===== src/rtl/core/ils_pkg.sv =====
// ils_pkg: shared types and codes for the indexed list store.
// Used by indexed_list_store and ils_ram; depends on nothing.
`timescale 1ns / 1ps

package ils_pkg;

    // Operation carried by an input item
    typedef enum logic [1:0] {
        MODE_PUSH_FRONT = 2'd0,
        MODE_PUSH_BACK  = 2'd1,
        MODE_REMOVE     = 2'd2,
        MODE_READ       = 2'd3
    } mode_t;

    // Status returned with every result item
    typedef enum logic [1:0] {
        STATUS_OK    = 2'd0,
        STATUS_EMPTY = 2'd1,
        STATUS_RANGE = 2'd2,
        STATUS_FULL  = 2'd3
    } status_t;

    // Sequencer states
    typedef enum logic [2:0] {
        ST_IDLE,
        ST_MOVE_RD,
        ST_MOVE_WR,
        ST_PUT_HEAD,
        ST_READ,
        ST_FINISH
    } state_t;

    localparam int VALUE_W    = 32;
    localparam int POSITION_W = 7;
    localparam int COUNT_OUT_W = 7;
    localparam int S_DATA_W   = 48;
    localparam int M_DATA_W   = 48;

endpackage


===== src/rtl/core/ils_ram.sv =====
// ils_ram: entry store for the indexed list store, one write and one read port.
// Read data is registered; depends on ils_pkg.
`timescale 1ns / 1ps

module ils_ram
    import ils_pkg::*;
#(
    parameter int DEPTH = 64,
    parameter int AW    = 6
)
(
    input  logic               clk,
    input  logic               wr_en,
    input  logic [AW-1:0]      wr_addr,
    input  logic [VALUE_W-1:0] wr_data,
    input  logic               rd_en,
    input  logic [AW-1:0]      rd_addr,
    output logic [VALUE_W-1:0] rd_data
);

    logic [VALUE_W-1:0] mem [DEPTH];
    logic [VALUE_W-1:0] rd_data_reg;

    always_ff @(posedge clk)
    begin
        if (wr_en)
        begin
            mem[wr_addr] <= wr_data;
        end
    end

    // Hold the last read word until the next read
    always_ff @(posedge clk)
    begin
        if (rd_en)
        begin
            rd_data_reg <= mem[rd_addr];
        end
    end

    assign rd_data = rd_data_reg;

endmodule


===== src/rtl/core/indexed_list_store.sv =====
// indexed_list_store: ordered list of signed 32-bit entries with indexed remove/read.
// Top level; depends on ils_pkg and ils_ram.
`timescale 1ns / 1ps

// The block holds an ordered list of up to DEPTH signed 32-bit entries in a
// single-port-read, single-port-write RAM. Each input item carries one
// operation: push at the front, push at the back, remove at an index or read
// at an index; a negative position counts back from the end (-1 is the last
// entry). Every item returns exactly one result item with the value read
// (zero unless a read succeeds), a status and the entry count after the
// operation (low 7 bits). The block takes one item at a time: s_tready is
// high only while the sequencer is idle. Entries are moved one at a time
// through the RAM (read, then write back one slot over). Push back and
// rejected items go straight to ST_FINISH, a read through ST_READ; push
// front shifts each entry up one slot, then writes the head in ST_PUT_HEAD;
// remove shifts the entries behind the removed one down. A finished result
// waits in the output register while the next item is accepted; the
// sequencer stalls only if a second result is ready before the first left.
// The RAM needs no clearing: only entries below the count are ever read.

module indexed_list_store
    import ils_pkg::*;
#(
    parameter int DEPTH = 64
)
(
    input  logic                clk,
    input  logic                rst_n,
    input  logic                s_tvalid,
    output logic                s_tready,
    // s_tdata, from bit 0: mode[1:0], value[33:2], position[40:34], zero pad
    input  logic [S_DATA_W-1:0] s_tdata,
    output logic                m_tvalid,
    input  logic                m_tready,
    // m_tdata, from bit 0: read_value[31:0], status[33:32],
    // entry_count[40:34], zero pad
    output logic [M_DATA_W-1:0] m_tdata
);

    localparam int AW = (DEPTH > 1) ? $clog2(DEPTH) : 1;
    localparam int CW = $clog2(DEPTH + 1);
    localparam int PW = ((CW > POSITION_W) ? CW : POSITION_W) + 1;

    // Input fields
    mode_t                  in_mode;
    logic [VALUE_W-1:0]     in_value;
    logic [POSITION_W-1:0]  in_position;

    assign in_mode     = mode_t'(s_tdata[1:0]);
    assign in_value    = s_tdata[VALUE_W+1:2];
    assign in_position = s_tdata[VALUE_W+POSITION_W+1:VALUE_W+2];

    // Registers
    state_t             state_reg,   state_next;
    logic [CW-1:0]      count_reg,   count_next;
    logic [AW-1:0]      idx_reg,     idx_next;
    mode_t              mode_reg,    mode_next;
    logic [VALUE_W-1:0] value_reg,   value_next;
    status_t            status_reg,  status_next;
    logic               m_tvalid_reg, m_tvalid_next;
    logic [M_DATA_W-1:0] m_tdata_reg, m_tdata_next;

    // RAM port signals
    logic               wr_en;
    logic [AW-1:0]      wr_addr;
    logic [VALUE_W-1:0] wr_data;
    logic               rd_en;
    logic [AW-1:0]      rd_addr;
    logic [VALUE_W-1:0] rd_data;

    // Position resolution against the current count
    logic signed [PW-1:0] pos_ext;
    logic signed [PW-1:0] cnt_ext;
    logic signed [PW-1:0] pos_norm;
    logic                 pos_ok;
    logic [AW-1:0]        slot;

    // Index helpers
    logic [CW:0]          idx_ext;
    logic [CW:0]          cnt_wide;
    logic [CW+6:0]        cnt_out;
    logic                 full;

    assign pos_ext  = {{(PW-POSITION_W){in_position[POSITION_W-1]}}, in_position};
    assign cnt_ext  = {{(PW-CW){1'b0}}, count_reg};
    assign pos_norm = in_position[POSITION_W-1] ? (pos_ext + cnt_ext) : pos_ext;
    assign pos_ok   = !pos_norm[PW-1] && (pos_norm < cnt_ext);
    assign slot     = pos_norm[AW-1:0];

    assign idx_ext  = {{(CW+1-AW){1'b0}}, idx_reg};
    assign cnt_wide = {1'b0, count_reg};
    assign cnt_out  = {7'd0, count_reg};
    assign full     = (count_reg >= CW'(DEPTH));

    ils_ram #(
        .DEPTH (DEPTH),
        .AW    (AW)
    ) u_ram (
        .clk     (clk),
        .wr_en   (wr_en),
        .wr_addr (wr_addr),
        .wr_data (wr_data),
        .rd_en   (rd_en),
        .rd_addr (rd_addr),
        .rd_data (rd_data)
    );

    always_ff @(posedge clk or negedge rst_n)
    begin
        if (!rst_n)
        begin
            state_reg    <= ST_IDLE;
            count_reg    <= '0;
            m_tvalid_reg <= 1'b0;
        end
        else
        begin
            state_reg    <= state_next;
            count_reg    <= count_next;
            m_tvalid_reg <= m_tvalid_next;
        end
    end

    // Payload registers carry no reset
    always_ff @(posedge clk)
    begin
        idx_reg     <= idx_next;
        mode_reg    <= mode_next;
        value_reg   <= value_next;
        status_reg  <= status_next;
        m_tdata_reg <= m_tdata_next;
    end

    always_comb
    begin
        state_next    = state_reg;
        count_next    = count_reg;
        idx_next      = idx_reg;
        mode_next     = mode_reg;
        value_next    = value_reg;
        status_next   = status_reg;
        m_tvalid_next = m_tvalid_reg;
        m_tdata_next  = m_tdata_reg;
        wr_en         = 1'b0;
        wr_addr       = idx_reg;
        wr_data       = rd_data;
        rd_en         = 1'b0;
        rd_addr       = idx_reg;
        s_tready      = 1'b0;

        // Drop the result once it is taken
        if (m_tvalid_reg && m_tready)
        begin
            m_tvalid_next = 1'b0;
        end

        case (state_reg)
            ST_IDLE:
            begin
                s_tready = 1'b1;
                if (s_tvalid)
                begin
                    mode_next   = in_mode;
                    value_next  = in_value;
                    status_next = STATUS_OK;
                    state_next  = ST_FINISH;
                    case (in_mode)
                        MODE_PUSH_FRONT, MODE_PUSH_BACK:
                        begin
                            if (full)
                            begin
                                status_next = STATUS_FULL;
                            end
                            else if (in_mode == MODE_PUSH_BACK)
                            begin
                                wr_en      = 1'b1;
                                wr_addr    = count_reg[AW-1:0];
                                wr_data    = in_value;
                                count_next = count_reg + 1'b1;
                            end
                            else
                            begin
                                // Open a hole at the head by shifting up from the tail
                                idx_next   = count_reg[AW-1:0];
                                state_next = (count_reg == '0) ? ST_PUT_HEAD : ST_MOVE_RD;
                            end
                        end
                        default:
                        begin
                            if (count_reg == '0)
                            begin
                                status_next = STATUS_EMPTY;
                            end
                            else if (!pos_ok)
                            begin
                                status_next = STATUS_RANGE;
                            end
                            else
                            begin
                                idx_next = slot;
                                if (in_mode == MODE_READ)
                                begin
                                    state_next = ST_READ;
                                end
                                else if ({{(CW+1-AW){1'b0}}, slot} + 1'b1 < cnt_wide)
                                begin
                                    state_next = ST_MOVE_RD;
                                end
                                else
                                begin
                                    count_next = count_reg - 1'b1;
                                end
                            end
                        end
                    endcase
                end
            end

            ST_MOVE_RD:
            begin
                rd_en      = 1'b1;
                rd_addr    = (mode_reg == MODE_PUSH_FRONT) ? (idx_reg - 1'b1)
                                                           : (idx_reg + 1'b1);
                state_next = ST_MOVE_WR;
            end

            ST_MOVE_WR:
            begin
                wr_en   = 1'b1;
                wr_addr = idx_reg;
                wr_data = rd_data;
                if (mode_reg == MODE_PUSH_FRONT)
                begin
                    idx_next   = idx_reg - 1'b1;
                    state_next = (idx_reg == AW'(1)) ? ST_PUT_HEAD : ST_MOVE_RD;
                end
                else
                begin
                    // Close the gap: advance toward the tail
                    idx_next = idx_reg + 1'b1;
                    if (idx_ext + (CW+1)'(2) < cnt_wide)
                    begin
                        state_next = ST_MOVE_RD;
                    end
                    else
                    begin
                        count_next = count_reg - 1'b1;
                        state_next = ST_FINISH;
                    end
                end
            end

            ST_PUT_HEAD:
            begin
                wr_en      = 1'b1;
                wr_addr    = '0;
                wr_data    = value_reg;
                count_next = count_reg + 1'b1;
                state_next = ST_FINISH;
            end

            ST_READ:
            begin
                rd_en      = 1'b1;
                rd_addr    = idx_reg;
                state_next = ST_FINISH;
            end

            ST_FINISH:
            begin
                // Hold here until the output register is free
                if (!m_tvalid_reg || m_tready)
                begin
                    m_tvalid_next = 1'b1;
                    m_tdata_next  = {
                        (M_DATA_W-VALUE_W-2-COUNT_OUT_W)'(0),
                        cnt_out[COUNT_OUT_W-1:0],
                        status_reg,
                        ((mode_reg == MODE_READ) && (status_reg == STATUS_OK))
                            ? rd_data : {VALUE_W{1'b0}}
                    };
                    state_next    = ST_IDLE;
                end
            end

            default:
            begin
                state_next = ST_IDLE;
            end
        endcase
    end

    assign m_tvalid = m_tvalid_reg;
    assign m_tdata  = m_tdata_reg;

endmodule


===== config.mk =====
export PLATFORM = sky130hd
export DESIGN_NAME = indexed_list_store
export DESIGN_NICKNAME = d
export VERILOG_FILES = /design/src/rtl/core/ils_pkg.sv /design/src/rtl/core/ils_ram.sv /design/src/rtl/core/indexed_list_store.sv
export SDC_FILE = /design/constraint.sdc
export NUM_CORES = 2
export LEC_CHECK = 0
export ABC_AREA = 1
export BUFFER_PORTS_ARGS = -buffer_cell sky130_fd_sc_hd__buf_2
export CORE_MARGIN = 2
export CORE_UTILIZATION = 45
export DETAILED_ROUTE_END_ITERATION = 10
export SLEW_MARGIN = 20
export SYNTH_ARGS = -nofsm -noshare
export SYNTH_HDL_FRONTEND = slang
export SYNTH_HIERARCHICAL = 1
export SYNTH_SLANG_ARGS = --single-unit

===== constraint.sdc =====
create_clock -name clk -period 5.79 [get_ports clk]
set_input_delay 0.579 -clock clk [delete_from_list [all_inputs] [get_ports clk]]
set_output_delay 0.579 -clock clk [all_outputs]
set_load 0.03 [all_outputs]

**Word-level counts from Yosys, hierarchy flattened**

Memory sizes are Yosys's and may differ from the RTL's. A register that Yosys moved wholly into a read port is not among the register bits.
Index checks and enable logic that the tools add are counted.
W data, S select, Z words.

- Flip-flop bits (word level): 94
- Bits in writable memories: 2048
- Bits of input ports: 52
- Word-level logic and storage cells: 124
- Memories kept: 1

- Add/subtract/negate cells: 7
- $lt $le $gt $ge: 4
- Eq/ne operators: 20
- Multiplexer cells: 61
- Reduce and logical (&&, ||, !) cells: 22

Memories:

| name | depth | bits a word | read ports | clocked after Yosys merged registers in | write ports | RTL line | text |
|---|---|---|---|---|---|---|---|
| u_ram.mem | 64 | 32 | 1 | 1 | 1 | ils_ram.sv:21 | `logic [VALUE_W-1:0] mem [DEPTH];` |

Operators by type and width:

| cell | number |
|---|---|
| $mux W32 | 4 |
| $mux W6 | 12 |
| $mux W7 | 10 |
| $pmux W32 S2 | 1 |
| $mux W3 | 11 |
| $pmux W6 S2 | 2 |
| $pmux W7 S3 | 1 |
| $pmux W3 S5 | 1 |
| $lt A7 B7 Y1 | 2 |
| $mux W2 | 6 |
| $ne A3 B2 Y1 const B | 4 |
| $mux W1 | 11 |
| $reduce_and A10 Y1 | 1 |
| $ne A3 B3 Y1 const B | 3 |
| $add A7 B8 Y8 | 1 |
| $lt A8 B8 Y1 | 1 |
| $mux W8 | 1 |
| $ne A2 B2 Y1 const B | 4 |
| $reduce_or A2 Y1 | 4 |
| $add A6 B1 Y7 const B | 1 |
| $add A6 B2 Y7 const B | 1 |
| $add A7 B1 Y7 const B | 1 |
| $ge A7 B7 Y1 const B | 1 |
| $logic_not A7 Y1 | 1 |
| other kinds (19) | 29 |

**Logic depth before layout (Yosys ltp)**

- Depth after elaboration: 11
- Depth in mapped cells: 22
- Gate-level depth less buffers: 22

**Modules after synthesis**

Netlist, hierarchy kept.

Modules (own cells, without submodules):

| module | times used | cells an instance | area an instance (µm²) | seq. area each (µm²) |
|---|---|---|---|---|
| ils_ram | 1 | 6785 | 83106.0 | 62459.9 |
| indexed_list_store | 1 | 701 | 5943.2 | 2767.7 |

**Least setup slack after synthesis**

No wires, ideal clock.

- Path type: input port to flip-flop
- Start point: input port s_tdata[1]
- End point: memory u_ram.mem[55][0] (enable)
- Setup time: 0.461 ns
- Arrival time: 4.246 ns
- Data required time: 5.329 ns
- Slack: 1.083 ns
- Cell stages on the path: 10
- Buffers on the path: 1
- Cell sequence: buf_2 nor2_1 nand2_1 nor2_1 nand2_1 o22ai_1 inv_1 nor3_1 inv_1 nor3_1

- Elaborated cells between the ends (all ways): 15
- Classes of those cells: eq/ne: 1; mux: 12; reduce/logical: 2

RTL lines:

| what | RTL line | text |
|---|---|---|
| start: declaration | indexed_list_store.sv:32 | `input logic [S_DATA_W-1:0] s_tdata,` |
| $eq A2 B1 Y1 | indexed_list_store.sv:167, indexed_list_store.sv:174 |  |
| $mux W6 | indexed_list_store.sv:174 | `else if (in_mode == MODE_PUSH_BACK)` |
| $mux W6 | indexed_list_store.sv:170 | `if (full)` |
| $mux W6 (*) | indexed_list_store.sv:167 | `case (in_mode)` |
| $mux W6 (*) | indexed_list_store.sv:161 | `if (s_tvalid)` |
| $pmux W6 S2 (*) | indexed_list_store.sv:157 | `case (state_reg)` |
| named net wr_addr[2] | indexed_list_store.sv:65 | `logic [AW-1:0] wr_addr;` |
| end: declaration | ils_ram.sv:21 |  |

The timed path passes the listed nets; every way through them passes the cells marked *.

**Worst setup path in the final report**

- Start point: register count_reg[6]
- End point: memory u_ram.mem[17][7] (enable)

- Elaborated cells between the ends (all ways): 11
- Classes of those cells: order compare: 1; mux: 10

RTL lines:

| what | RTL line | text |
|---|---|---|
| start: declaration | indexed_list_store.sv:55 | `logic [CW-1:0] count_reg, count_next;` |
| start signal: assignment | indexed_list_store.sv:119 | `count_reg <= count_next;` |
| $ge A7 B7 Y1 | indexed_list_store.sv:93 | `assign full = (count_reg >= CW'(DEPTH));` |
| $mux W6 | indexed_list_store.sv:170 |  |
| $mux W6 | indexed_list_store.sv:167 |  |
| $mux W6 | indexed_list_store.sv:161 |  |
| $pmux W6 S2 | indexed_list_store.sv:157 |  |
| named net wr_addr[0] | indexed_list_store.sv:65 |  |

The timed path passes the listed nets, and every way through them passes these cells.

==> results_tabular.tex <==
\begin{tabular}{lr}
\hline
Metric & Value \\
\hline
\multicolumn{2}{l}{\textbf{Floorplanning}} \\
\quad Core region area & 0.197 sq mm \\
\quad Die outline area & 0.201 sq mm \\
\quad Die extent in y & 449 microns \\
\quad Die extent in x & 449 microns \\
\quad I/O pin cnt & 102 \\
\quad Initial Util & 45.2\% \\
\quad Rows & 163 \\
\multicolumn{2}{l}{\textbf{Drt}} \\
\quad Total wire length after detailed routing & 250000 microns \\
\quad Count of TritonRoute iterations in the first routing pass & 5 \\
\quad Post-route antenna net violation count & 0 \\
\quad Detail-routed via count per cell & 5.65 \\
\quad Remaining routing DRC violations & 0 \\
\quad WL per Instance & 24.0 microns \\
\quad Initial drt markers & 7251 \\
\quad Total vias in the final route & 58.6k \\
\multicolumn{2}{l}{\textbf{Setup path}} \\
\quad Capturing element type of the critical path & register \\
\quad Largest stage delay, worst path & 770 ps \\
\quad Type of the setup path with the least slack & reg2reg \\
\quad Most used cell along the critical path & nand2\_1 \\
\quad Critical path cell sequence & nor2\_1, nand2\_1, nor2\_1, buf\_4, nand2\_1, o22ai\_1, inv\_1, nor3\_1, nand2\_1, nor2\_4, buf\_4 \\
\quad Max FO, Critical Path & 16 \\
\quad Data arrival time at the worst-slack endpoint & 5060 ps \\
\quad Kind of start point of the critical path & register \\
\quad Count of buffering cells on the critical path with inverters included & 3 \\
\quad Required @ worst endpoint & 6340 ps \\
\quad Crit-path slowest cell & o22ai\_1 \\
\quad Crit path max-delay family & simple AND/OR/NAND/NOR gates \\
\multicolumn{2}{l}{\textbf{Clock network}} \\
\quad Post-CTS setup buffer count & 0 \\
\quad CTS tree & yes \\
\quad \# H-tree levels & 4 \\
\quad Number of buffers created by CTS & 212 \\
\quad Post-cts sizing count & 0 \\
\quad Number of clock sinks & 2174 \\
\quad Clock-pin slew of the registers on the worst-case setup and hold paths & 60 ps \\
\quad Maximum clock insertion buffer count & 3 \\
\quad Library cell used as clock root buffer & clkbuf\_16 \\
\quad Number of buffers inserted by hold repair at cts & 35 \\
\quad Worst-Skew Late Latency & 870 ps \\
\multicolumn{2}{l}{\textbf{Timing}} \\
\quad Max Clock Freq & 222 MHz \\
\quad Final period util & 77.9\% \\
\quad Rel. slew slack & 28.6\% \\
\quad Endpoints failing hold & 0 \\
\quad Final Max Tran Viols & 0 \\
\quad Slew at the pin with the worst max-slew slack & 1070 ps \\
\quad Final critical-path required period & 4510 ps \\
\quad Setup violators final & 0 \\
\quad Total negative setup slack & 0 ps \\
\quad Skew final & 34.5 ps \\
\quad Setup repair after global routing missed its margin & no \\
\multicolumn{2}{l}{\textbf{Cells and area}} \\
\quad Count of fill cells added during filler insertion & 17.0k \\
\quad Ratio of cells with drive above 1 in the final layout & 9.04\% \\
\quad Flip-flop count of the largest register, all copies and words added & 2048 \\
\quad Post-route non-filler standard cell count & 10.4k \\
\quad Net count of the finished layout & 7647 \\
\quad Design Area, Final & 0.100 sq mm \\
\quad Growth of design area from synthesis to finish & 12.5\% \\
\multicolumn{2}{l}{\textbf{Place}} \\
\quad IO Port Bufs & 87 \\
\quad Total instance count after detailed placement & 9952 \\
\quad Instance area at placement & 0.0931 sq mm \\
\quad HPWL Detailed & 132000 microns \\
\quad Routability congestion estimate & 0.873 \\
\multicolumn{2}{l}{\textbf{Logic synthesis}} \\
\quad Sequential element share of the synthesized area & 73.2\% \\
\quad Top-count cell post-synth & nand2\_1 \\
\quad Number of unique standard cell types used by synthesis & 39 \\
\quad Post-synth ARST share & 0.506\% \\
\quad Area of the mapped netlist & 0.0890 sq mm \\
\quad Commonest cells in the synthesized netlist & nand2\_1 (2406), edfxtp\_1 (2163), nand3\_1 (1935) \\
\quad Cell count after synthesis & 7486 \\
\quad Mean instance size in the synthesized netlist & 11.9 sq um \\
\quad Synth warn & 6 \\
\quad Count of state elements after synthesis & 2174 \\
\quad Yosys top cell area share & 72.9\% \\
\quad Leading cell types by total area after synthesis & edfxtp\_1 (73\%), nand3\_1 (11\%), nand2\_1 (10\%), buf\_2 (1.5\%), nor2\_1 (0.50\%) \\
\quad Number of enable-type register cells in the synthesized netlist & 2163 \\
\quad Leading register cell type out of synthesis & edfxtp\_1 \\
\quad Dominant cell type by area after synthesis & edfxtp\_1 \\
\multicolumn{2}{l}{\textbf{Global route}} \\
\quad Initial antenna violation count & 10 \\
\quad All-layer global routing usage & 24.5\% \\
\quad Largest net degree at the start of global routing & 180 \\
\quad Global-route wire length before repair & 367000 microns \\
\quad Via count of the first global-routing pass & 54.9k \\
\quad Total congestion overflow after global routing & 0 \\
\multicolumn{2}{l}{\textbf{Run status}} \\
\quad Run status & finished, final reports clean \\
\multicolumn{2}{l}{\textbf{Run}} \\
\quad Number of maximum-capacitance violations & 0 \\
\multicolumn{2}{l}{\textbf{Min path}} \\
\quad Class of the tightest hold or removal check & in2reg \\
\hline
\end{tabular}
==> area by class of cell <==
type / instances / area (sq um) / share of cell area, %
flip-flops and latches: 2174 / 65200 / 65.1
multi-input cells: 4727 / 21700 / 21.6
clock buffers: 267 / 5560 / 5.55
well taps: 2640 / 3300 / 3.30
repair buffers: 336 / 2780 / 2.78
clock inverters: 122 / 1130 / 1.13
inverters: 110 / 457 / 0.456
diodes: 7 / 17.5 / 0.0175
==> placed cells by master (no fill, tap or decap), types with 14 or more instances in the layout <==
master            n
nor2_4           65
clkbuf_1         51
edfxtp_1       2163
clkbuf_16       213
buf_4           183
nor3_1           14
bufinv_16        16
xor2_1           17
nor2_1           57
o21ai_4          15
clkinv_2         33
o211ai_1         25
a21oi_1          40
nand2_1        2406
buf_12           31
o21ai_0          43
clkinv_1         52
o21ai_1          14
inv_1            90
nand3_1        1935
dlygate4sd3_1    35
ha_1             33
buf_2            87
==> worst register-to-register path, cell delays in order, from the launching register on <==
cell and delay, ps:
dfrtp_1 490, nor2_1 210, nand2_1 90, nor2_1 130
buf_4 210, nand2_1 190, o22ai_1 770, inv_1 230
nor3_1 260, nand2_1 510, nor2_4 760, buf_4 340
==> through the flow <==
step / hold WS [ps] / util (%) / worst slack, ps
6_report: 67.9 / 50.8 / 1280
3_5_place_dp: 434 / 47.2 / 1100
5_1_grt: 56.4 / 50.8 / 1000
4_1_cts: 2.29 / 50.8 / 1310
3_3_place_gp: 434 / 47.2 / 1110
2_1_floorplan: 283 / - / 1080
==> per-layer routing <==
layer	vias to the layer above	routed length (microns)	share of wire (%)	global-route usage [%]
met2	2714	114000	46	37.9
met1	28900	106000	42	35.4
met4	4	7490	3.0	7.74
met5	-	19	0.0076	0
li1	26700	-	-	-
met3	328	22900	9.2	4.06
==> logic make-up after synthesis <==
logic type	count (synthesis)	synth area share [%]
compound gates	164	1.04
other cells	1	0.00421
xor+xnor	21	0.207
buf+inv	591	3.20
simple gates	4501	21.8
flops	2174	73.2
fa+ha+maj	34	0.486
==> worst paths after layout <==
path,slack [ps],end,start,cells after the start
max in group asynchronous,5440,count_reg[3],rst_n,2
min in group asynchronous,120,state_reg[2],rst_n,2
max,1280,u_ram/mem[17][7],count_reg[6],11
min reg2reg,450,m_tdata[32],status_reg[0],0
max reg2reg,1280,u_ram/mem[17][7],count_reg[6],11
min,70,mode_reg[1],s_tdata[1],1
Power is left out: the tool's default activity adds up to more than one toggle a clock period on the data nets, which glitch-free logic cannot reach.
